$ cat src/hw/rtl/hpbb_ram.sv
// Generic single-port-write, single-port-read RAM with registered read.
// No dependencies.
module hpbb_ram #(
   parameter int Width = 8,
   parameter int Depth = 16
) (
   input  logic                     clock,
   input  logic                     wr_en,
   input  logic [$clog2(Depth)-1:0] wr_addr,
   input  logic [Width-1:0]         wr_data,
   input  logic [$clog2(Depth)-1:0] rd_addr,
   output logic [Width-1:0]         rd_data
);
   logic [Width-1:0] mem [Depth];
   always_ff @(posedge clock) begin
      if (wr_en) mem[wr_addr] <= wr_data;
      rd_data <= mem[rd_addr];
   end
endmodule

$ cat config.mk
export PLATFORM = sky130hd
export DESIGN_NAME = hpbb_ram
export DESIGN_NICKNAME = d
export VERILOG_FILES = /design/src/hw/rtl/hpbb_ram.sv
export SDC_FILE = /design/constraint.sdc
export NUM_CORES = 1
export LEC_CHECK = 0
export BUFFER_PORTS_ARGS = -buffer_cell sky130_fd_sc_hd__buf_4
export CAP_MARGIN = 20
export CORE_MARGIN = 3
export CORE_UTILIZATION = 30
export CTS_CLUSTER_DIAMETER = 120
export DETAILED_ROUTE_END_ITERATION = 7
export GPL_ROUTABILITY_DRIVEN = 0
export GPL_TIMING_DRIVEN = 0
export PLACE_DENSITY = 0.46
export SLEW_MARGIN = 20
export SYNTH_ARGS = -nofsm -noshare
export SYNTH_HDL_FRONTEND = slang
export SYNTH_SLANG_ARGS = --single-unit
$ cat constraint.sdc
create_clock -name clock -period 4.19 [get_ports clock]
set_input_delay 0 -clock clock [delete_from_list [all_inputs] [get_ports clock]]
set_output_delay 0 -clock clock [all_outputs]
set_load 0.02 [all_outputs]
======== Yosys cells after proc, flatten, opt, wreduce, memory -nomap -nowiden ========
Memories as Yosys holds them, arrays and structs flattened. A register that Yosys moved wholly into a read port is not among the register bits.
Index checks and enable logic that the tools add are counted.
storage, ports and cells
  bits in read-only memories .............. 0
  register bits after elaboration ......... 0
  logic and storage cells ................. 3
  memories kept ........................... 1
  bits of input ports ..................... 18
  bits in latches ......................... 0
  bits in writable memories ............... 128
operators by class
  multipliers ............................. 0
  div/mod/pow operators ................... 0
  equality and inequality tests ........... 0
  $lt $le $gt $ge ......................... 0
  muxes and demuxes ....................... 2
  shift operators ......................... 0
  reduce and logical (&&, ||, !) cells .... 0
  bitwise operators ....................... 0
  $add $sub $neg .......................... 0
memory list
  name  depth  bits a word  read ports  clocked after Yosys merged registers in  wr ports  line  source
  mem   16     8            1           1                                        1         14    logic [Width-1:0] mem [Depth];
operators with widths
  operator           number
  two-way mux 1 bit  2

======== Longest topological paths before layout ========
  depth in word-level cells ............... 2
  depth in mapped cells ................... 5
  gate-level depth less buffers ........... 3

======== Worst setup path after synthesis ========
OpenSTA, ideal clock, no wires.
  kind .................................... input-to-reg
  start ................................... input port wr_addr[2]
  end ..................................... memory mem[0][0] (enable)
  arrival time ............................ 1110 ps
  slack ................................... 2697 ps
  cell stages on the path ................. 2
  path buffers ............................ 0
  cell sequence ........................... or3b_2 nor3_1
RTL lines
  what             line  source
  start, declared  9     input logic [$clog2(Depth)-1:0] wr_addr,
  end, declared    14
Straight into the memory's write port.

==> summary.txt <==
Clock network
  • Resize count post-CTS: 0
  • CTS tree: yes
  • H-tree lvl count: 4
  • CTS root buffer: clkbuf_16
  • Worst-path clk slew: 0.05 ns
  • CTS max path bufs: 2
  • CTS buffer count: 17
  • CTS sink cnt: 136
  • Clk Latency, worst-skew pair: 0.41 ns
  • Post-CTS Setup Repair Bufs: 0

STA
  • Pins Over Slew Limit: 0
  • Setup TNS: 0 ns
  • Final clock skew: 0.00748 ns
  • RSZ-0062 raised after global routing: no
  • Slew margin rel.: 43.5%
  • Min Tclk post-route: 1.45 ns
  • # setup viols final: 0
  • Max frequency: 690 MHz
  • Worst-margin pin slew: 0.845 ns
  • Final worst path period share: 34.6%
  • Final hold violation count: 0

Floorplanning
  • IO Pins: 26
  • Core ar.: 16700 um2
  • Rows: 47
  • Chip height: 137 um
  • Die W: 137 um
  • Die Footprint: 18800 um2
  • Starting density of the core: 30.8%

Route
  • Drc violations: 0
  • WL per Instance: 21.1 um
  • Post-Route WL: 10.8 mm
  • First-pass DRT Iterations: 4
  • Starting DRT DRC Count: 233
  • DR vias/cell: 4.69
  • Vias: 2404
  • Routed Antenna Nets: 0

GRT
  • Initial antenna violation count: 0
  • First-pass GRT wire length: 15.8 mm
  • Pin count of the biggest net entering global routing: 17
  • Vias in the first global route: 2467
  • Gr usage total: 12.4%
  • Total grt overflow: 0

Layout
  • Layout Utilization: 37.3%
  • Area grow syn2layout: 20.9%
  • Final nets: 298
  • Fin cells: 513
  • Antenna cells: 0
  • Layout cells sized above 1: 28.3%

Synth
  • Post-synthesis sequential area ratio: 77.8%
  • Seq cells post-synth: 136
  • Synthesized Nets: 247
  • Synth Area per Inst: 22.5 um2
  • Yosys cell types: 19
  • Gate Count Post-Synth: 229
  • Post-Syn Area: 5150 um2
  • Synthesis Warnings: 0

Power
  • Total power: 3.01 mW
  • P_leak: 2.06 nW
  • Cell area power density: 484 nW/um2
  • Worst vdd ir: 0.000285 V

Critical path
  • Worst setup EP type: flip-flop
  • Critical Path Source Type: flip-flop
  • Kind of critical path: reg -> reg
  • Arr. time, crit path: 1.73 ns
  • Crit-path max FO: 1
  • R2R cell count: 3
  • Required time of the worst setup path: 4.47 ns

Outcome
  • Status: completed

Placed design
  • Placed cells: 473
  • Port Buffer Count: 24
  • DP HPWL: 6.83 mm

Job
  • Maxcap violations: 0

Min path
  • Worst Hold Depth: 4
  • Min-Delay Path Class: in -> reg
-- final cells by class --
| class | count | area (um2) |
|---|---|---|
| flip-flops and latches | 136 | 4000 |
| plain buffers | 10 | 86.3 |
| clock buffers | 19 | 433 |
| clock inverters | 13 | 87.6 |
| well taps | 220 | 275 |
| fillers | 1552 | 10500 |
| repair buffers | 32 | 260 |
| multi-input cells | 83 | 1080 |
-- critical path, stage by stage (launching register included) --
cell and delay (ns):
edfxtp_1 0.35, mux4_2 0.51, a22oi_1 0.37, nand2_1 0.09
-- report_power, final --
group | switching (mW) | internal, mW | total, mW | leakage (nW)
clock | 0.514 | 0.797 | 1.31 | 0.260
sequential | 0.00689 | 1.52 | 1.53 | 1.22
combinational | 0.0990 | 0.0750 | 0.174 | 0.573
total | 0.620 | 2.39 | 3.01 | 2.06
-- flip-flops by register name (all words and copies together) (netlist names) --
signal   count
mem        128
rd_data      8
-- metal layers --
layer	share of wire, %	vias up	routed length (um)	GRT usage (%)
met5	0	-	0	0
met4	2.2	0	240	5.21
met3	3.3	13	357	3.49
met2	46	45	5020	18.5
met1	48	1270	5230	16.9
li1	-	1076	-	-
-- repair_timing --
action | CTS | global route
hold buffers | 8 | 0
endpoints found under the setup margin | 0 | 0
hold endpoints to repair | 128 | 0
-- final timing paths --
check / start / to / slack [ns]
min reg2reg: mem[3][2]$_DFFE_PP_ / rd_data[2]$_DFF_P_ / 0.69
min: rd_addr[1] / rd_data[0]$_DFF_P_ / 0.04
max reg2reg: mem[14][0]$_DFFE_PP_ / rd_data[0]$_DFF_P_ / 2.74
max: mem[14][0]$_DFFE_PP_ / rd_data[0]$_DFF_P_ / 2.74
-- placed cells by master (no fill, tap or decap), types with 2 or more instances in the layout --
cell type and n:
nor3_2 4, mux4_2 18, nor2_1 13, nand3b_1 2
clkbuf_16 17, dlygate4sd3_1 8, clkinv_2 7, dfxtp_1 8
clkinv_1 4, edfxtp_1 128, clkdlybuf4s25_2 3, nand2b_1 2
buf_2 3, buf_6 3, a22oi_1 16, buf_4 25
clkbuf_1 2, nand2_1 9, mux4_1 14
-- kinds of logic (layout without fill, tap and decap cells) --
kind of cell	Yosys count	count (layout)	share of synthesized area [%]
flip-flops	136	136	77.8
AND/OR/NAND/NOR	35	35	3.18
multiplexers	32	32	15.0
AO/OA/AOI/OAI	16	16	2.33
buffers and inverters	10	74	1.68
-- cells in the mapped netlist (all sizes together) --
| library cell | count | area (um2) |
|---|---|---|
| and2b | 1 | 7.51 |
| dfxtp | 8 | 160 |
| a22oi | 16 | 120 |
| nand3b | 2 | 15.0 |
| nor2b | 1 | 6.26 |
| mux4 | 32 | 773 |
| nand2b | 2 | 12.5 |
| nor3 | 4 | 20.0 |
| nor2 | 13 | 48.8 |
| and2 | 1 | 6.26 |
| edfxtp | 128 | 3840 |
| clkdlybuf4s25 | 3 | 30.0 |
| nand2 | 9 | 33.8 |
| or3b | 1 | 8.76 |
| nand3 | 1 | 5.00 |
| buf | 7 | 56.3 |
-- stage by stage --
| stage | area [um2] | hold WS [ns] | setup WS, ns |
|---|---|---|---|
| 2_1_floorplan | 5150 | 0.0989 | 2.70 |
| 3_3_place_gp | 5600 | 0.332 | 2.02 |
| 3_5_place_dp | 5620 | 0.342 | 2.44 |
| 4_1_cts | 6220 | 0.0338 | 2.73 |
| 5_1_grt | 6220 | 0.0553 | 2.69 |
| 6_report | 6220 | 0.0417 | 2.74 |
Note: power is estimated with default switching activity, not from simulation.
