[config.mk]
export PLATFORM = sky130hd
export DESIGN_NAME = hpbb_back
export DESIGN_NICKNAME = d
export VERILOG_FILES = /design/src/hw/rtl/hpbb_pkg.sv /design/src/hw/rtl/hpbb_back.sv
export SDC_FILE = /design/constraint.sdc
export NUM_CORES = 1
export LEC_CHECK = 0
export BUFFER_PORTS_ARGS = -buffer_cell sky130_fd_sc_hd__buf_2
export CAP_MARGIN = 15
export CORE_MARGIN = 2
export CORE_UTILIZATION = 25
export CTS_CLUSTER_DIAMETER = 150
export DETAILED_ROUTE_END_ITERATION = 10
export PLACE_DENSITY = 0.59
export RECOVER_POWER = 25
export SLEW_MARGIN = 10
export SYNTH_ARGS = -nofsm -noshare
export SYNTH_HDL_FRONTEND = slang
export SYNTH_SLANG_ARGS = --single-unit
[constraint.sdc]
create_clock -name clock -period 3.4 [get_ports clock]
set_clock_uncertainty 0.1 [all_clocks]
set_input_delay 0.17 -clock clock [delete_from_list [all_inputs] [get_ports clock]]
set_output_delay 0.17 -clock clock [all_outputs]
set_load 0.1 [all_outputs]
[src/hw/rtl/hpbb_pkg.sv]
// Package for the hash partition block buffer.
// Constants, payload types and the front-to-back command struct; no dependencies.
package hpbb_pkg;
   localparam int MaxBuckets  = 16;
   localparam int MaxCapacity = 16;
   localparam int FieldBits   = 64;
   localparam int BktBits     = $clog2(MaxBuckets);
   localparam int PosBits     = $clog2(MaxCapacity);
   localparam int SlotBits    = BktBits + PosBits;
   localparam int StoreDepth  = MaxBuckets * MaxCapacity;
   localparam int QDepth      = 2;

   typedef enum logic {
      OP_INSERT = 1'b0,
      OP_FLUSH  = 1'b1
   } op_type;

   typedef enum logic {
      CSR_BUCKET_COUNT   = 1'b0,
      CSR_BLOCK_CAPACITY = 1'b1
   } csr_idx_type;

   typedef enum logic [1:0] {
      BK_IDLE,
      BK_READ,
      BK_EMIT
   } bk_state_type;

   // Drain command from front to back.
   typedef struct packed {
      logic [5:0] bucket;
      logic [6:0] count;   // zero gives the empty marker
   } cmd_type;

   typedef struct packed {
      logic [5:0]  bucket;
      logic [63:0] tuple_id;
      logic [6:0]  block_count;
      logic        element_valid;
      logic [63:0] field_a;
      logic [63:0] field_b;
      logic        last;
   } rsp_type;

   function automatic logic [6:0] clamp7(input logic [6:0] v, input logic [6:0] hi);
      logic [6:0] r;
      r = v;
      if (v == 7'd0) r = 7'd1;
      else if (v > hi) r = hi;
      return r;
   endfunction
endpackage

[src/hw/rtl/hpbb_back.sv]
// Back end: pops drain commands, reads the block store and emits beats.
// Depends on hpbb_pkg.
module hpbb_back (
   input  logic                  clock,
   input  logic                  reset,
   input  logic                  cmd_valid,
   input  hpbb_pkg::cmd_type     cmd,
   output logic                  cmd_pop,
   output logic                  idle,
   output logic [hpbb_pkg::SlotBits-1:0] rd_slot,
   input  logic [63:0]           rd_a,
   input  logic [63:0]           rd_b,
   output logic                  out_valid,
   input  logic                  out_ready,
   output hpbb_pkg::rsp_type     out
);
   import hpbb_pkg::*;
   bk_state_type st_ff, st_in;
   cmd_type      cur_ff, cur_in;
   logic [6:0]   idx_ff, idx_in;
   logic [63:0]  id_ff, id_in;
   logic [6:0]   cnt;

   assign idle = (st_ff == BK_IDLE);
   assign cnt = (cur_ff.count > 7'(MaxCapacity)) ? 7'(MaxCapacity) : cur_ff.count;
   assign rd_slot = {cur_ff.bucket[BktBits-1:0], idx_ff[PosBits-1:0]};

   always_comb begin
      st_in = st_ff;
      unique case (st_ff)
         BK_IDLE: if (cmd_valid) st_in = BK_READ;
         BK_READ: st_in = BK_EMIT;
         BK_EMIT: if (out_ready) st_in = (cnt == 7'd0 || idx_ff + 7'd1 == cnt) ?
                                          BK_IDLE : BK_READ;
         default: st_in = BK_IDLE;
      endcase
   end

   always_comb begin
      cmd_pop = 1'b0; cur_in = cur_ff; idx_in = idx_ff; id_in = id_ff;
      out_valid = (st_ff == BK_EMIT);
      out.bucket = cur_ff.bucket;
      out.tuple_id = id_ff + 64'(idx_ff);
      out.block_count = cnt;
      out.element_valid = (cnt != 7'd0);
      out.field_a = (cnt != 7'd0) ? rd_a : 64'd0;
      out.field_b = (cnt != 7'd0) ? rd_b : 64'd0;
      out.last = (cnt == 7'd0) || (idx_ff + 7'd1 == cnt);
      unique case (st_ff)
         BK_IDLE: if (cmd_valid) begin
            cmd_pop = 1'b1; cur_in = cmd; idx_in = 7'd0;
         end
         BK_EMIT: if (out_ready) begin
            if (out.last) id_in = id_ff + 64'(cnt);
            else idx_in = idx_ff + 7'd1;
         end
         default: ;
      endcase
   end

   always_ff @(posedge clock) begin
      if (reset) begin
         st_ff <= BK_IDLE; id_ff <= 64'd0;
      end else begin
         st_ff <= st_in; id_ff <= id_in;
      end
      cur_ff <= cur_in; idx_ff <= idx_in;
   end

`ifndef SYNTHESIS
   a_pop_idle: assert property (@(posedge clock) disable iff (reset)
      cmd_pop |-> st_ff == BK_IDLE) else $error("pop while busy");
   a_emit_after_read: assert property (@(posedge clock) disable iff (reset)
      st_ff == BK_EMIT && !$past(st_ff == BK_EMIT) |-> $past(st_ff == BK_READ))
      else $error("emit without store read");
   a_id_hold: assert property (@(posedge clock) disable iff (reset)
      out_valid && !out_ready |=> $stable(id_ff)) else $error("id moved on stall");
`endif
endmodule

After elaboration in Yosys (flattened, before gate mapping)
Index checks and enable logic that the tools add are counted.
{ "totals": {"regBits": 86, "inputBits": 145, "out_inout_bits": 218, "wordCells": 37} }
{ "classes": {"addsub": 3, "magnitude_cmp": 1, "eq_ne": 6, "n_mux": 13, "n_reduce_logical": 9} }
{ "ops": {"columns": ["operator", "count"], "rows": [
  ["64-bit by 7-bit adder with 64-bit output", 2],
  ["64-bit 2-to-1 mux", 2],
  ["7-bit 2-to-1 mux", 4],
  ["7-bit case mux with 2 select lines", 1],
  ["7-bit by 1-bit adder with 7-bit output (second input constant)", 1],
  ["7-bit equality test", 1],
  ["7-bit by 5-bit greater-than comparator with 1-bit output (second input constant)", 1],
  ["7-bit logical NOT", 1],
  ["7-bit nonzero test", 1],
  ["2-bit case mux with 3 select lines", 1],
  ["2-bit 2-to-1 mux", 2],
  ["2-bit != test (second input constant)", 2],
  ["2-bit AND reduction", 2],
  ["4-bit AND reduction", 1],
  ["1-bit 2-to-1 mux", 3],
  ["3-bit AND reduction", 1],
  ["2-bit by 1-bit equality test with 1-bit output (second input constant)", 1],
  ["2-bit equality test (second input constant)", 1],
  ["2-bit logical NOT", 1],
  ["2-bit by 1-bit != test with 1-bit output (second input constant)", 1],
  ["2-bit nonzero test", 1],
  ["1-bit logical OR", 1]
]} }

Longest topological paths before layout
{ "depth": {"depth_word": 7, "ltp_mapped": 13, "mapped_depth_nobuf": 10} }

Worst setup path after synthesis
No wires, ideal clock.
{ "synth_timing": {"path_kind": "reg-to-output", "start": "register idx_ff[0]", "end": "output port out[197] (netlist name)", "arrival_ns": 3.996, "t_required_ns": 3.130, "slack_ns": -0.866, "stages_incl_launch_ff": 12, "n_path_buf": 1, "cell_sequence": "edfxtp_1 > ha_1 > inv_1 > fa_1 > nor2b_1 > o21a_1 > o21ai_0 > a211o_1 > clkbuf_1 > nor3_1 > nand4_1 > xnor2_1"} }
{ "synth_rtl": {"columns": ["element", "line_no", "rtl"], "rows": [
  ["start, declared", "hpbb_back.sv:20", "logic [6:0] idx_ff, idx_in;"],
  ["start signal, assigned", "hpbb_back.sv:67", "cur_ff <= cur_in; idx_ff <= idx_in;"],
  ["end, declared", "hpbb_back.sv:15", "output hpbb_pkg::rsp_type out"]
]} }

==> impl.org <==
** Run status
- The flow ran to the end, and the final reports show no timing, DRC or antenna violations.

** Critical path
- Crit-path cells :: ha_4 > inv_2 > fa_2 > nor2b_2 > o21a_1 > o21ai_4 > a211o_1 > nor3_2 > buf_4 > nand4_1 > xnor2_4 > buf_12
- The worst setup path is captured at an output port.
- Along the worst path, the maximum fanout reaches 5.
- On the critical path, the stage with the largest delay is an instance of edfxtp_1.
- Data on the critical path arrives at its endpoint at just over 3 ns.
- Kind of critical path :: reg -> out
- Delay of the slowest critical-path stage :: between 0.3 and 0.4 ns
- STA classifies the critical path startpoint as a flop.
- R2R setup slack :: 0.18 ns
- The number of cells on the worst reg-to-reg path is 11.
- Crit path required time :: 3.13 ns

** Synth
- Seq/Total Area, Yosys :: 0.277
- In the synthesized netlist the dominant register cell turns out to be dfxtp_1.
- The Yosys step of the flow raised 0 warnings.
- Synth Instances :: between 800 and 900
- Synthesis-stage register bit count :: 86
- The synthesized design spends more area on one cell type than any other, namely dfxtp_1.
- In this run, synthesis inferred 20 flip-flops with an integrated enable.
- Of the post-synthesis cell area, the dominant cell type holds 0.191.
- By area the synthesized netlist is led by dfxtp_1 (19%), and2_1 (13%), edfxtp_1 (8.7%).
- Synth async-reset ratio :: 0
- Yosys mapped the design onto 68 distinct sky130hd cell types.
- Averaged over all synthesized cells, the footprint is between 7 and 8 um^2.
- Post-Synthesis Cell Area :: 0.00693 mm^2

** STA
- Timing would allow up to approximately 0.3 GHz.
- For the pin with the worst max-slew slack, the measured transition is around 1.3 ns.
- Count of final hold-check violations :: 0
- Fin Setup TNS :: 0 ns
- Dividing the final minimum period by the clock period gives 0.985.
- Across all setup checks in the final design, the least slack found is 0.0522 ns.
- Max transition margin :: 0.116
- For the finished layout, the period the worst path requires is roughly 3.3 ns.
- The count of pins over their slew limit came to 0.
- RSZ-0062 raised after global routing :: yes
- Setup violations remaining at the end of the flow were counted as 0.

** Power and ir drop
- Highest ir drop seen on vdd :: 0.000227 V
- Internal power comes to ~1900 uW.
- Of the total power, the share spent switching nets is 0.442.
- Share of power burned in the clock network :: 0.316
- Switch Pwr :: around 1500 uW
- Total power divided by cell area :: between 200 and 300 mW/mm^2
- Of the total power, combinational logic draws 0.361.
- Total leakage power :: between 0.004 and 0.005 uW
- Of the total power, registers draw 0.323.

** Route
- The detailed router finished its first iteration with 547 violations.
- After detailed routing, the met3 layer carries roughly 2100 um of wire.
- Post-detailed-route DRC marker count :: 0
- Post-DR vias/cell :: roughly 5.0
- For this block, the via count after detailed routing is approximately 8000.
- In the final routed layout, each cell accounts on average for ~18 um.
- Once detail routing completed, the nets flagged for antenna violations numbered 0.
- Wire segments on met2 add up to 13900 um in the final route.
- Summed over all layers, the routed wires come to 30200 um.
- Highest routing layer actually used :: met5
- For this block, wires on met1 add up to 13400 um.
- The first detailed-routing pass ran for 4 iterations.

** Die
- Horizontal extent of the die :: between 150 and 200 um
- The floorplan has 60 rows.
- From bottom edge to top edge, the die measures roughly 170 um.
- Core area :: 0.0271 mm^2
- For this design the top-level I/O count stands at about 360.
- Initial core utilization :: 0.256
- Total die area :: between 0.02 and 0.03 mm^2

** Job
- Maximum capacitance violations :: 0

** Hold path
- Cell depth of the worst min-delay path :: 4
- Path class of the lowest-slack min-delay path :: in -> reg

** Clock network
- Clock tree from TritonCTS :: built
- Maximum clock insertion buffer count :: 2
- CTS Sinks :: 86
- In this run, CTS created clock tree buffers numbering 9.
- The root buffer cell chosen for the clock tree is clkbuf_16.
- The H-tree was split into 3 levels.
- At the later pin of the worst-skew pair, clock insertion delay measures 0.36 ns.
- After clock tree synthesis, the clock-pin slew on the worst setup and hold paths is approximately 0.060 ns.

** GRT
- The first global-routing pass estimated 44800 um of wire.
- The number of antenna violations at the first check in global routing was 1.
- The via count of the first global-routing pass was just under 8000.
- Global-route total usage across every layer :: 0.202
- Pin count of the biggest net entering global routing :: 130
- Congestion Overflow GR :: 0

** Finish
- Nets@finish :: roughly 1400
- Counting the fill cells in the layout gives between 2000 and 3000.
- Layout cells sized above 1 :: 0.415
- From synthesis to final layout, the design area changed by 62.7%.
- Ant diodes :: 0

** Place
- # port buffers :: 360
- Gp weighted congestion :: approximately 0.95
- HPWL after detailed placement :: between 20000 and 25000 um
- Prior to clock tree synthesis, the placed netlist has a worst setup slack of roughly 0.18 ns.
[path summary, 6_finish.rpt]
path                            startpoint         to
worst max-delay path             idx_ff[0]   out[189]
worst min-delay path             out_ready   st_ff[1]
worst max register to register   cur_ff[5]  id_ff[45]
worst min register to register    id_ff[0]   id_ff[0]
[placed cells by master, fill, tap and decap left out, types with 29 or more instances in the layout]
cell / count
clkbuf_1: 29
dfxtp_1: 55
and2_1: 135
nand3_1: 33
buf_2: 266
nor2_1: 66
or4_1: 41
o31ai_1: 36
buf_4: 53
nand2_1: 45
a21oi_1: 56
buf_12: 58
[power groups by stage]
| stage | combinational, uW | clock, uW | sequential, uW |
|---|---|---|---|
| floorplan | 989 | 0 | 1110 |
| global placement | 1200 | 0 | 1120 |
| detailed placement | 1200 | 0 | 1120 |
| CTS | 1220 | 1080 | 1090 |
| global route | 1250 | 1120 | 1090 |
| finish | 1210 | 1060 | 1090 |
[final cells by class]
type / count / area [um^2] / area share
clock buffer: 11 / 243 / 0.0215
multi-input combinational: 711 / 5290 / 0.469
tap: 372 / 465 / 0.0413
inverter: 17 / 67.6 / 0.00599
timing repair buffer: 432 / 3200 / 0.284
clock inverter: 5 / 63.8 / 0.00566
sequential: 86 / 1950 / 0.173
[registers in the layout, indices dropped and copies added, names as in the netlist]
| name | count |
|---|---|
| idx_ff | 7 |
| st_ff | 2 |
| id_ff | 64 |
| out | 6 |
| cur_ff | 7 |
[cell families (layout without fill, tap and decap cells)]
family	Yosys count	count (layout)	share of synthesized area
fa+ha+maj	17	17	0.0325
compound gates	132	132	0.121
flops	86	86	0.277
mux	13	13	0.0202
simple gates	470	470	0.393
other cells	1	4	0.000541
buf+inv	94	465	0.0616
xor+xnor	75	75	0.0948
[synth_stat cells, types with 17 or more instances]
cell	instances
or4_1	42
nand4_1	27
nor2_1	76
xnor2_1	34
edfxtp_1	20
xor2_1	41
o31ai_1	36
or3_1	22
and2_1	140
dfxtp_1	66
nand3_1	34
inv_1	17
clkbuf_1	47
a21oi_1	57
nand2_1	47
[critical path, delay by kind of cell, from the launching register on]
kind                       cells  cell delay, ns
and+or+nand+nor                3            0.49
AOI/OAI and AO/OA              3            0.67
buffers and inverters          3            0.42
adders and majority gates      2            0.51
xor gates and xnor gates       1            0.24
DFF                            1            0.38
[metal layers]
layer  track usage  up-vias
met2         0.322      343
met5             0        -
li1              -     3839
met4        0.0643        2
met1         0.274     3867
met3        0.0428       42
[per-stage QoR]
stage | std cells | utilization | instance area (um^2) | total power (uW) | hold WS (ns)
final | 1634 | 0.416 | 11300 | 3370 | 0.0417
after global routing | 1634 | 0.416 | 11300 | 3460 | 0.0927
after CTS | 1627 | 0.411 | 11100 | 3400 | 0.0425
after detailed placement | 1596 | 0.393 | 10600 | 2320 | 0.249
after global placement | 1596 | 0.393 | 10600 | 2320 | 0.248
after floorplan | 891 | - | 7520 | 2100 | 0.169
[repair_timing]
| action | in CTS | in global routing |
|---|---|---|
| pin swaps | 3 | 13 |
| hold endpoints to repair | 13 | 0 |
| hold buffers | 13 | 0 |
| setup endpoints to repair | 32 | 38 |
| setup buffers | 2 | 7 |
| gates resized for setup | 14 | 39 |
Power figures use the tool's default switching activity.
