===== config.mk =====
export PLATFORM = sky130hd
export DESIGN_NAME = hpbb_front
export DESIGN_NICKNAME = d
export VERILOG_FILES = /design/src/hw/rtl/hpbb_pkg.sv /design/src/hw/rtl/hpbb_modunit.sv /design/src/hw/rtl/hpbb_front.sv
export SDC_FILE = /design/constraint.sdc
export NUM_CORES = 1
export LEC_CHECK = 0
export BUFFER_PORTS_ARGS = -buffer_cell sky130_fd_sc_hd__buf_4
export CORE_UTILIZATION = 23
export CTS_BUF_LIST = sky130_fd_sc_hd__clkbuf_8
export DETAILED_ROUTE_END_ITERATION = 10
export GPL_ROUTABILITY_DRIVEN = 0
export SKIP_CTS_REPAIR_TIMING = 1
export SYNTH_ARGS = -nofsm -noshare
export SYNTH_HDL_FRONTEND = slang
export SYNTH_SLANG_ARGS = --single-unit

===== constraint.sdc =====
create_clock -name clock -period 5.8 [get_ports clock]
set_clock_uncertainty 0.15 [all_clocks]
set_input_delay 0.87 -clock clock [delete_from_list [all_inputs] [get_ports clock]]
set_output_delay 0.87 -clock clock [all_outputs]
set_load 0.01 [all_outputs]

===== src/hw/rtl/hpbb_pkg.sv =====
// Package for the hash partition block buffer.
// Constants, payload types and the front-to-back command struct; no dependencies.
package hpbb_pkg;
   localparam int MaxBuckets  = 16;
   localparam int MaxCapacity = 16;
   localparam int FieldBits   = 64;
   localparam int BktBits     = $clog2(MaxBuckets);
   localparam int PosBits     = $clog2(MaxCapacity);
   localparam int SlotBits    = BktBits + PosBits;
   localparam int StoreDepth  = MaxBuckets * MaxCapacity;
   localparam int QDepth      = 2;

   typedef enum logic {
      OP_INSERT = 1'b0,
      OP_FLUSH  = 1'b1
   } op_type;

   typedef enum logic {
      CSR_BUCKET_COUNT   = 1'b0,
      CSR_BLOCK_CAPACITY = 1'b1
   } csr_idx_type;

   typedef enum logic [1:0] {
      BK_IDLE,
      BK_READ,
      BK_EMIT
   } bk_state_type;

   // Drain command from front to back.
   typedef struct packed {
      logic [5:0] bucket;
      logic [6:0] count;   // zero gives the empty marker
   } cmd_type;

   typedef struct packed {
      logic [5:0]  bucket;
      logic [63:0] tuple_id;
      logic [6:0]  block_count;
      logic        element_valid;
      logic [63:0] field_a;
      logic [63:0] field_b;
      logic        last;
   } rsp_type;

   function automatic logic [6:0] clamp7(input logic [6:0] v, input logic [6:0] hi);
      logic [6:0] r;
      r = v;
      if (v == 7'd0) r = 7'd1;
      else if (v > hi) r = hi;
      return r;
   endfunction
endpackage


===== src/hw/rtl/hpbb_modunit.sv =====
// Iterative restoring remainder unit for hash modulo bucket count.
// Depends on hpbb_pkg.
module hpbb_modunit (
   input  logic        clock,
   input  logic        reset,
   input  logic        start,
   input  logic [31:0] dividend,
   input  logic [6:0]  divisor,
   output logic        done,
   output logic [6:0]  remainder
);
   import hpbb_pkg::*;
   logic [31:0] q_ff, q_in;
   logic [7:0]  r_ff, r_in;
   logic [5:0]  n_ff, n_in;
   logic        busy_ff, busy_in;
   logic [7:0]  sh;

   always_comb begin
      q_in = q_ff; r_in = r_ff; n_in = n_ff; busy_in = busy_ff; done = 1'b0;
      sh = {r_ff[6:0], q_ff[31]};
      if (start) begin
         q_in = dividend; r_in = 8'd0; n_in = 6'd0; busy_in = 1'b1;
      end else if (busy_ff) begin
         q_in = {q_ff[30:0], 1'b0};
         r_in = (sh >= {1'b0, divisor}) ? sh - {1'b0, divisor} : sh;
         n_in = n_ff + 6'd1;
         if (n_ff == 6'd31) begin
            busy_in = 1'b0;
            done = 1'b1;
         end
      end
   end
   assign remainder = r_in[6:0];

   always_ff @(posedge clock) begin
      if (reset) busy_ff <= 1'b0;
      else busy_ff <= busy_in;
      q_ff <= q_in; r_ff <= r_in; n_ff <= n_in;
   end
endmodule


===== src/hw/rtl/hpbb_front.sv =====
// Front end: accepts items, finds the bucket, writes the block store, updates
// fill counts and queues drain commands. Depends on hpbb_pkg, hpbb_modunit.
module hpbb_front (
   input  logic                  clock,
   input  logic                  reset,
   input  logic                  in_valid,
   output logic                  in_ready,
   input  logic                  in_op,
   input  logic [31:0]           in_hash,
   input  logic [5:0]            in_fb,
   input  logic [6:0]            nb,
   input  logic [6:0]            cap,
   input  logic                  drain_idle,
   output logic                  wr_en,
   output logic [hpbb_pkg::SlotBits-1:0] wr_slot,
   output logic                  cmd_push,
   output hpbb_pkg::cmd_type     cmd,
   input  logic                  cmd_full
);
   import hpbb_pkg::*;
   logic [6:0] fill_ff [MaxBuckets];
   logic [6:0] fill_in [MaxBuckets];
   logic       busy_ff, busy_in;
   logic       pend_ff, pend_in;
   logic       mdone;
   logic [6:0] rem;
   logic [BktBits-1:0] bi;
   logic [6:0] pos;

   assign in_ready = !busy_ff && !cmd_full;

   hpbb_modunit u_mod (
      .clock(clock), .reset(reset),
      .start(in_valid && in_ready && in_op == OP_INSERT),
      .dividend(in_hash), .divisor(nb), .done(mdone), .remainder(rem)
   );

   // The remainder stays valid after done until the next start, so a store
   // write can wait there until every earlier drain has read its slots.
   always_comb begin
      fill_in = fill_ff;
      busy_in = busy_ff;
      pend_in = pend_ff;
      wr_en = 1'b0; cmd_push = 1'b0;
      cmd = '0;
      bi = rem[BktBits-1:0];
      pos = fill_ff[bi];
      if (pos >= 7'(MaxCapacity)) pos = 7'(MaxCapacity - 1);
      wr_slot = {bi, pos[PosBits-1:0]};
      if (in_valid && in_ready) begin
         if (in_op == OP_FLUSH) begin
            cmd_push = 1'b1;
            cmd.bucket = in_fb;
            if (in_fb < 6'(MaxBuckets)) begin
               cmd.count = fill_ff[in_fb[BktBits-1:0]];
               fill_in[in_fb[BktBits-1:0]] = 7'd0;
            end
         end else begin
            busy_in = 1'b1;
         end
      end else if ((mdone || pend_ff) && drain_idle) begin
         busy_in = 1'b0;
         pend_in = 1'b0;
         wr_en = 1'b1;
         if (pos + 7'd1 >= cap) begin
            cmd_push = 1'b1;
            cmd.bucket = 6'(bi);
            cmd.count = pos + 7'd1;
            fill_in[bi] = 7'd0;
         end else begin
            fill_in[bi] = pos + 7'd1;
         end
      end else if (mdone) begin
         pend_in = 1'b1;
      end
   end

   always_ff @(posedge clock) begin
      if (reset) begin
         busy_ff <= 1'b0;
         pend_ff <= 1'b0;
         for (int i = 0; i < MaxBuckets; i++) fill_ff[i] <= 7'd0;
      end else begin
         busy_ff <= busy_in;
         pend_ff <= pend_in;
         fill_ff <= fill_in;
      end
   end

`ifndef SYNTHESIS
   a_wr_push: assert property (@(posedge clock) disable iff (reset)
      cmd_push && !in_valid |-> wr_en) else $error("drain push without store write");
   a_busy_block: assert property (@(posedge clock) disable iff (reset)
      busy_ff |-> !in_ready) else $error("accept while hashing");
   a_count_nz: assert property (@(posedge clock) disable iff (reset)
      wr_en && cmd_push |-> cmd.count != 7'd0) else $error("empty full-block drain");
`endif
endmodule


# Word-level counts from Yosys, hierarchy flattened
# Cells that the tools add are included.
[totals]
output_inout_bits = 24
input_bits = 58
word_cells = 105
register_bits = 160
[classes]
n_mux = 44
n_bitwise = 8
n_addsub = 3
magnitude_cmp = 8
n_eq_ne = 4
reduce_logical = 15
[op_table]
columns = ["cell", "n"]
rows = [
  ["two-way mux 112 bit", 5],
  ["bitwise AND 112 bit", 2],
  ["inverter 112 bit", 2],
  ["bitwise mux 112 bit", 1],
  ["two-way mux 32 bit", 2],
  ["two-way mux 7 bit", 9],
  ["binary-select mux 7 bit (select 4 bit)", 2],
  ["demux 7 bit (select 4 bit)", 2],
  ["two-way mux 13 bit", 2],
  ["two-way mux 11 bit", 2],
  ["two-way mux 1 bit", 17],
  ["greater-or-equal comparator 5 bit, second input constant", 2],
  ["< comparator 5 x 1 -> 1 bit, second input constant", 2],
  ["inverter 4 -> 5 bit", 2],
  ["greater-or-equal comparator 8 x 7 -> 1 bit", 1],
  ["two-way mux 4 bit", 2],
  ["adder 7 x 1 -> 7 bit, second input constant", 1],
  ["greater-or-equal comparator 7 x 5 -> 1 bit, second input constant", 1],
  ["greater-or-equal comparator 7 bit", 1],
  ["subtractor 7 bit", 1],
  ["adder 6 x 1 -> 6 bit, second input constant", 1],
  ["equality test 6 x 5 -> 1 bit, second input constant", 1],
  ["logical AND 1 bit", 6],
  ["< comparator 6 x 5 -> 1 bit, second input constant", 1],
  ["8 further kinds", 14],
]

# Depth between registers and ports, before layout
# Gate-level depths: netlist of run 1.
[depth]
word_depth = 16
mapped_depth = 31

# Modules after synthesis
# A second synthesis of run 1 with hierarchy kept.
[hier_totals]
hier_cells = 783
area_unflattened_um2 = 8573.2
[modules_own_cells]
columns = ["mod", "cells_each", "instances", "area_each_um2"]
rows = [
  ["hpbb_front", 607, 1, 6311.1],
  ["hpbb_modunit", 176, 1, 2262.2],
]

# Least setup slack after synthesis of run 1
# No wires, ideal clock.
[synth_path]
kind = "input -> output"
startpoint = "input port nb[0]"
endpoint = "output port cmd[10] (netlist name)"
path_stages = 22
required_ps = 4780
n_path_buf = 0
arrival_time_ps = 5416
path_slack_ps = -636
cell_sequence = "ha_1 inv_1 fa_1 mux2i_1 nor2_1 nor2_1 mux2_2 and2_1 a2111oi_0 a41o_1 mux2_2 nand2_1 ha_1 nand3b_1 nand2b_1 inv_1 ha_1 nand2_1 nor2_1 a21oi_1 nand2b_1 o21ai_0"
[synth_lines]
columns = ["element", "line", "source"]
rows = [
  ["from (decl)", "hpbb_front.sv:11", "input logic [6:0] nb,"],
  ["to (decl)", "hpbb_front.sv:17", "output hpbb_pkg::cmd_type cmd,"],
]

==> qor.yml, run 1 <==
placed_design:
  pre_cts_ws_ns: -0.5118
  placed_cell_area_um2: 11570
  dp_hpwl_mm: 25.35
  portBuffers: 81
drt:
  route.detailed.wl_per_inst_um: 19.42
  postRouteAntennaNets: 0
  dr.pass1.iters: 6
  drtIter0Drc: 1192
  vias: 9463
  viasPerCell: 5.340
  drc: 0
  routed_wl_mm: 34.41
floorplan:
  coreArea_um2: 40920
  ios: 82
  die_height_um: 205.9
  die_area_um2: 42380
  die_w_um: 205.9
  rows: 74
  start_util_pct: 23.36
clock_network:
  cts_tree: "done"
  cts-buffers-inserted: 17
  h-tree-depth: 4
  insertion_delay_ns: 0.48
  clkSinkCount: 160
  cts_max_path_buffers: 2
  cts_root_buf: "clkbuf_8"
  clkTransAtPathRegs_ns: 0.09
synthesis:
  netlist_top_cells_area: "dfxtp_1 27%, edfxtp_1 10%, mux4_2 8.2%"
  netlist-cell-type-count: 75
  avgSynthCellArea_um2: 8.942
  synth_cells: 1069
  ys.flop_type: "dfxtp_1"
  synth.cell_area_um2: 9559
  synth_edf_count: 32
  synth-seq-cells: 160
  yosysWarnings: 0
  ys_seq_area_share_pct: 36.86
  yosysTopAreaCell: "dfxtp_1"
  post-synth-top-area-fraction_pct: 26.81
  synthArstFlopShare_pct: 0
sta:
  finalSetupViolations: 10
  finalCritPeriodShare_pct: 108.4
  hold_violations: 0
  fmax_mhz: 159.0
  relSlewSlack_pct: 37.74
  rsz0062_at_grt: "yes"
  post-route-min-period_ns: 6.288
  drv_slew: 0
  setup_slack_ns: -0.4884
  worstMarginPinSlew_ns: 0.9268
final_layout:
  final_nets: 1302
  antenna_cells: 0
  area_delta_synth_final_pct: 30.38
  final_util_pct: 30.45
  drive_above_1_share_pct: 30.08
  final_cell_area_um2: 12460
pwr:
  switching_share_pct: 41.32
  power.share.combinational_pct: 51.9
  power_switching_uw: 1827
  total_power_uw: 4423
  power.internal_uw: 2595
  power_frac_seq_pct: 27.7
  ir_worst_vdd_mv: 0.1816
  powerDensity_nw_per_um2: 354.9
  power_leakage_uw: 0.004837
  p_clk_share_pct: 20.4
global_route:
  grt_pass1_wl_mm: 52.08
  grt_pass1_vias: 9072
  grt.busiest_layer: "met2"
  gr-usage-met1_pct: 20.06
  grt_max_degree: 37
  gr-usage-met2_pct: 26.37
  antenna_found_initial: 0
  grt_use_total_pct: 15.95
  grt-ovfl-total: 0
  use_met3_pct: 3.122
worst_setup_path:
  worstSetupEndpoint: "cmd[2]"
  rrSetupSlack_ns: 0.16
  reg2reg_to: "fill_ff[23]"
  r2r_start: "u_mod.q_ff[31]"
  cp-end-kind: "output pin"
  cp-start-kind: "input pin"
  cp.arrival_ns: 5.27
  cp_data_required_time_ns: 4.78
  cp-startpoint: "nb[3]"
  r2r_cells: 28
  cp_max_fo: 7
  crit_type: "in -> out"
outcome:
  failed_checks: "negative setup slack"
  status: "finished with violations"
run:
  drv_cap: 0
worst_hold_path:
  hp-class: "reg -> reg"
-- power groups by stage --
stage / logic (uW) / registers, uW / clock network [uW]
final: 2300 / 1230 / 902
after global placement: 1970 / 1250 / 0
after CTS: 1980 / 1230 / 917
after global routing: 2420 / 1230 / 961
after detailed placement: 1970 / 1250 / 0
after floorplan: 1080 / 1240 / 0
-- sequential cells by signal, indices dropped and copies added (netlist names) --
signal	count
fill_ff	112
u_mod.q_ff	32
u_mod.r_ff	7
u_mod.n_ff	6
busy_ff	1
pend_ff	1
u_mod.busy_ff	1
-- layout by cell type (no fill, tap or decap), drive strengths merged, types with 6 or more instances in the layout --
cell    count
a211oi      9
a21oi      51
a221oi     17
a22o       46
a311oi     14
a31oi      20
and2       34
and3       20
buf       214
clkbuf     18
dfxtp     128
edfxtp     32
ha         15
inv        33
mux2       12
mux2i      34
mux4       35
nand2     162
nand2b      8
nand3      44
nand4      14
nor2       65
nor2b      10
nor3       24
o21ai      89
o31ai       6
-- worst min path at each step --
stage	startpoint	endpoint	slack (ns)	depth (start not counted)
after detailed placement	fill_ff[32]	fill_ff[32]	0.31	2
after floorplan	fill_ff[46]	fill_ff[46]	0.28	2
after global placement	fill_ff[109]	fill_ff[109]	0.30	2
after global routing	fill_ff[25]	fill_ff[25]	0.35	2
final	fill_ff[32]	fill_ff[32]	0.33	2
after CTS	fill_ff[32]	fill_ff[32]	0.33	2
-- worst max-delay path, cell delays in order --
cell and delay, ns:
buf_4 0.08, inv_1 0.04, ha_2 0.38, nand4_1 0.20, nand2b_2 0.27, nand3_4 0.15, buf_4 0.13, mux2_2 0.37
and2_1 0.20, a2111oi_4 0.29, a41o_1 0.19, mux2_4 0.21, nand2_4 0.06, ha_4 0.17, nand3b_1 0.21, nand2b_4 0.11
inv_1 0.07, ha_4 0.26, o21ai_0 0.07, a21oi_1 0.21, nand2b_4 0.20, a21oi_4 0.05, nand2b_4 0.20, o2bb2ai_2 0.16
buf_4 0.13
-- cells by family (layout without fill, tap and decap cells) --
logic type,Yosys count,in the layout,share of synthesized area [%]
adder cells (fa/ha/maj),16,16,2.173
AND/OR/NAND/NOR,395,395,19.71
flip-flops,160,160,36.86
AO/OA/AOI/OAI,303,304,22.08
XOR/XNOR,8,8,0.7330
other,1,2,0.03923
buffers and inverters,105,274,5.183
multiplexers,81,81,13.22
-- layout make-up --
cell class	count	area [um2]
clock buffers	18	247.7
clock inverters	13	162.7
fillers	4283	28460
inverters	29	118.9
multi-input cells	806	6038
flip-flops and latches	160	3523
well taps	532	665.6
repair buffers	214	1707
-- routing by layer --
layer	vias to the layer above	routed length, um
met5	-	0
met4	0	1214
met3	99	2776
met2	528	16190
met1	4525	14230
li1	4311	-
-- metrics by stage --
stage          hold slack [ns]  TNS [ns]  cells
2_1_floorplan           0.2833   -0.4935   1070
3_3_place_gp            0.3015    -14.20   1725
3_5_place_dp            0.3134    -18.15   1725
4_1_cts                 0.3263    -9.609   1756
5_1_grt                 0.3457    -7.057   1772
6_report                0.3251    -4.662   1772
-- cells in the mapped netlist, types with 3 or more instances --
library cell	count
a22o_1	46
a31oi_1	20
buf_2	12
o2bb2ai_1	5
dfxtp_1	128
clkbuf_1	42
a32oi_1	4
o311a_1	3
mux2_2	12
edfxtp_1	32
ha_1	15
nand3_1	42
buf_6	9
mux4_2	35
a32o_1	5
mux2i_1	34
and3_1	20
or3_1	5
a41o_1	3
nand4b_1	3
o21ai_1	9
and2_1	34
a311oi_1	14
nand2b_1	7
o21a_1	3
nand4_1	14
nand2_1	160
buf_1	8
nor3_1	24
inv_1	26
nor2_1	65
a21o_1	5
a21oi_1	47
o31ai_1	5
buf_4	5
xnor2_1	3
o21ai_0	79
o22ai_1	4
a41oi_1	3
o32ai_1	3
xor2_1	5
a221oi_1	17
a211oi_1	8
nor2b_1	10
(Power assumes the default switching activity.)
==> run 2: changes to the inputs <==
==> constraint.sdc (replaced) <==
create_clock -name clock -period 5.8 [get_ports clock]
set_clock_uncertainty 0.15 [all_clocks]
set_input_delay 0.58 -clock clock [delete_from_list [all_inputs] [get_ports clock]]
set_output_delay 0.58 -clock clock [all_outputs]
set_load 0.01 [all_outputs]
==> run 2 against run 1 <==
Against the previous run: the run still ends with negative setup slack left; setup slack better by 0.11 ns; total power down 3.2%; non-clock buffer count up 2; count of clock-buffer cells in the layout unchanged; die area unchanged; cell count up 0.11%; critical path depth up 1.
==> qor.yml, run 2 (synthesized netlist as in run 1, its figures left out) <==
sta:
  post-route-min-period_ns: 6.176
  hold_violations: 0
  rsz0062_at_grt: "yes"
  drv_slew: 0
  setup_slack_ns: -0.3757
  worstMarginPinSlew_ns: 1.100
  relSlewSlack_pct: 26.37
  finalCritPeriodShare_pct: 106.5
  fmax_mhz: 161.9
  finalSetupViolations: 10
global_route:
  grt_max_degree: 40
  grt_pass1_wl_mm: 53.56
  grt_pass1_vias: 9109
  antenna_found_initial: 0
  grt_use_total_pct: 16.43
  grt-ovfl-total: 0
drt:
  vias: 9454
  routed_wl_mm: 35.08
  postRouteAntennaNets: 0
  drtIter0Drc: 1010
  dr.pass1.iters: 6
  drc: 0
  route.detailed.wl_per_inst_um: 19.77
  viasPerCell: 5.329
floorplan:
  die_area_um2: 42380
  ios: 82
  rows: 74
  start_util_pct: 23.36
  die_w_um: 205.9
  die_height_um: 205.9
  coreArea_um2: 40920
placed_design:
  placed_cell_area_um2: 11420
  dp_hpwl_mm: 25.65
  portBuffers: 81
  pre_cts_ws_ns: -0.4781
run:
  drv_cap: 0
worst_setup_path:
  crit_type: "reg -> out"
  path_buf_inv: 5
  r2r_start: "u_mod.q_ff[31]"
  cp_data_required_time_ns: 5.07
  cp_slowest_cell: "edfxtp_1"
  cp_max_fo: 4
  cp-end-kind: "output pin"
  cp_top_family: "compound AO/OA/AOI/OAI gates"
  max_stage_delay_ns: 0.45
  cp.depth: 26
  cp-start-kind: "register"
  cp.arrival_ns: 5.45
  cp-startpoint: "u_mod.q_ff[31]"
  r2r_cells: 27
pwr:
  ir_worst_vdd_mv: 0.1740
  power_leakage_uw: 0.004810
  total_power_uw: 4279
  powerDensity_nw_per_um2: 347.6
final_layout:
  antenna_cells: 0
  final_common_cell: "buf_4"
  reg_top3: "fill_ff (112), u_mod.q_ff (32), u_mod.r_ff (7)"
  final_cell_area_um2: 12310
  drive_above_1_share_pct: 28.99
  mostFrequentLayoutCells: "200 x buf_4, 159 x nand2_1, 127 x dfxtp_1"
  largest_reg_flops: 112
  final_util_pct: 30.08
  largest-register: "fill_ff"
  nFillCells: 4313
  area_delta_synth_final_pct: 28.78
  final_nets: 1303
clock_network:
  clkTransAtPathRegs_ns: 0.09
  cts_max_path_buffers: 2
  cts-buffers-inserted: 17
  cts_root_buf: "clkbuf_8"
  cts_tree: "done"
  h-tree-depth: 4
  insertion_delay_ns: 0.48
  clkSinkCount: 160
worst_hold_path:
  hold_depth: 2
  hp-class: "in -> reg"
  hold_start: "drain_idle"
outcome:
  failed_checks: "negative setup slack"
  status: "finished with violations"
## run 2: per-stage QoR
stage	instances	setup TNS [ns]	hold WS, ns
global route	1774	-5.141	0.1348
CTS	1764	-12.68	0.1180
floorplan	1070	0	0.2833
global placement	1732	-16.41	0.3053
detailed placement	1732	-20.61	0.3101
finish	1774	-3.371	0.1392
## run 2: layout make-up
cell class	instances	area [um2]	share of cell area [%]
tap	532	665.6	5.407
clock buffer	18	247.7	2.012
multi-input combinational	805	5853	47.55
sequential	160	3525	28.63
timing repair buffer	216	1708	13.87
inverter	29	118.9	0.9655
clock inverter	14	192.7	1.565
## run 2: path summary, 6_finish.rpt
check	slack (ns)	to
min reg2reg	0.32	fill_ff[67]
max	-0.38	cmd[1]
max reg2reg	0.14	fill_ff[105]
min	0.14	pend_ff
## run 2: power breakdown
group | leakage [uW] | switching [uW] | internal, uW
clock network | 0.000214 | 485 | 453
logic | 0.00326 | 1230 | 881
registers | 0.00133 | 42.7 | 1190
total | 0.00481 | 1760 | 2520
## run 2: metal layers
| layer | vias up | track usage [%] | share of wire [%] |
|---|---|---|---|
| met1 | 4591 | 21.19 | 41 |
| met4 | 0 | 6.040 | 2.8 |
| li1 | 4324 | - | - |
| met3 | 73 | 3.232 | 8.2 |
| met2 | 466 | 27.06 | 48 |
| met5 | - | 0 | 0 |
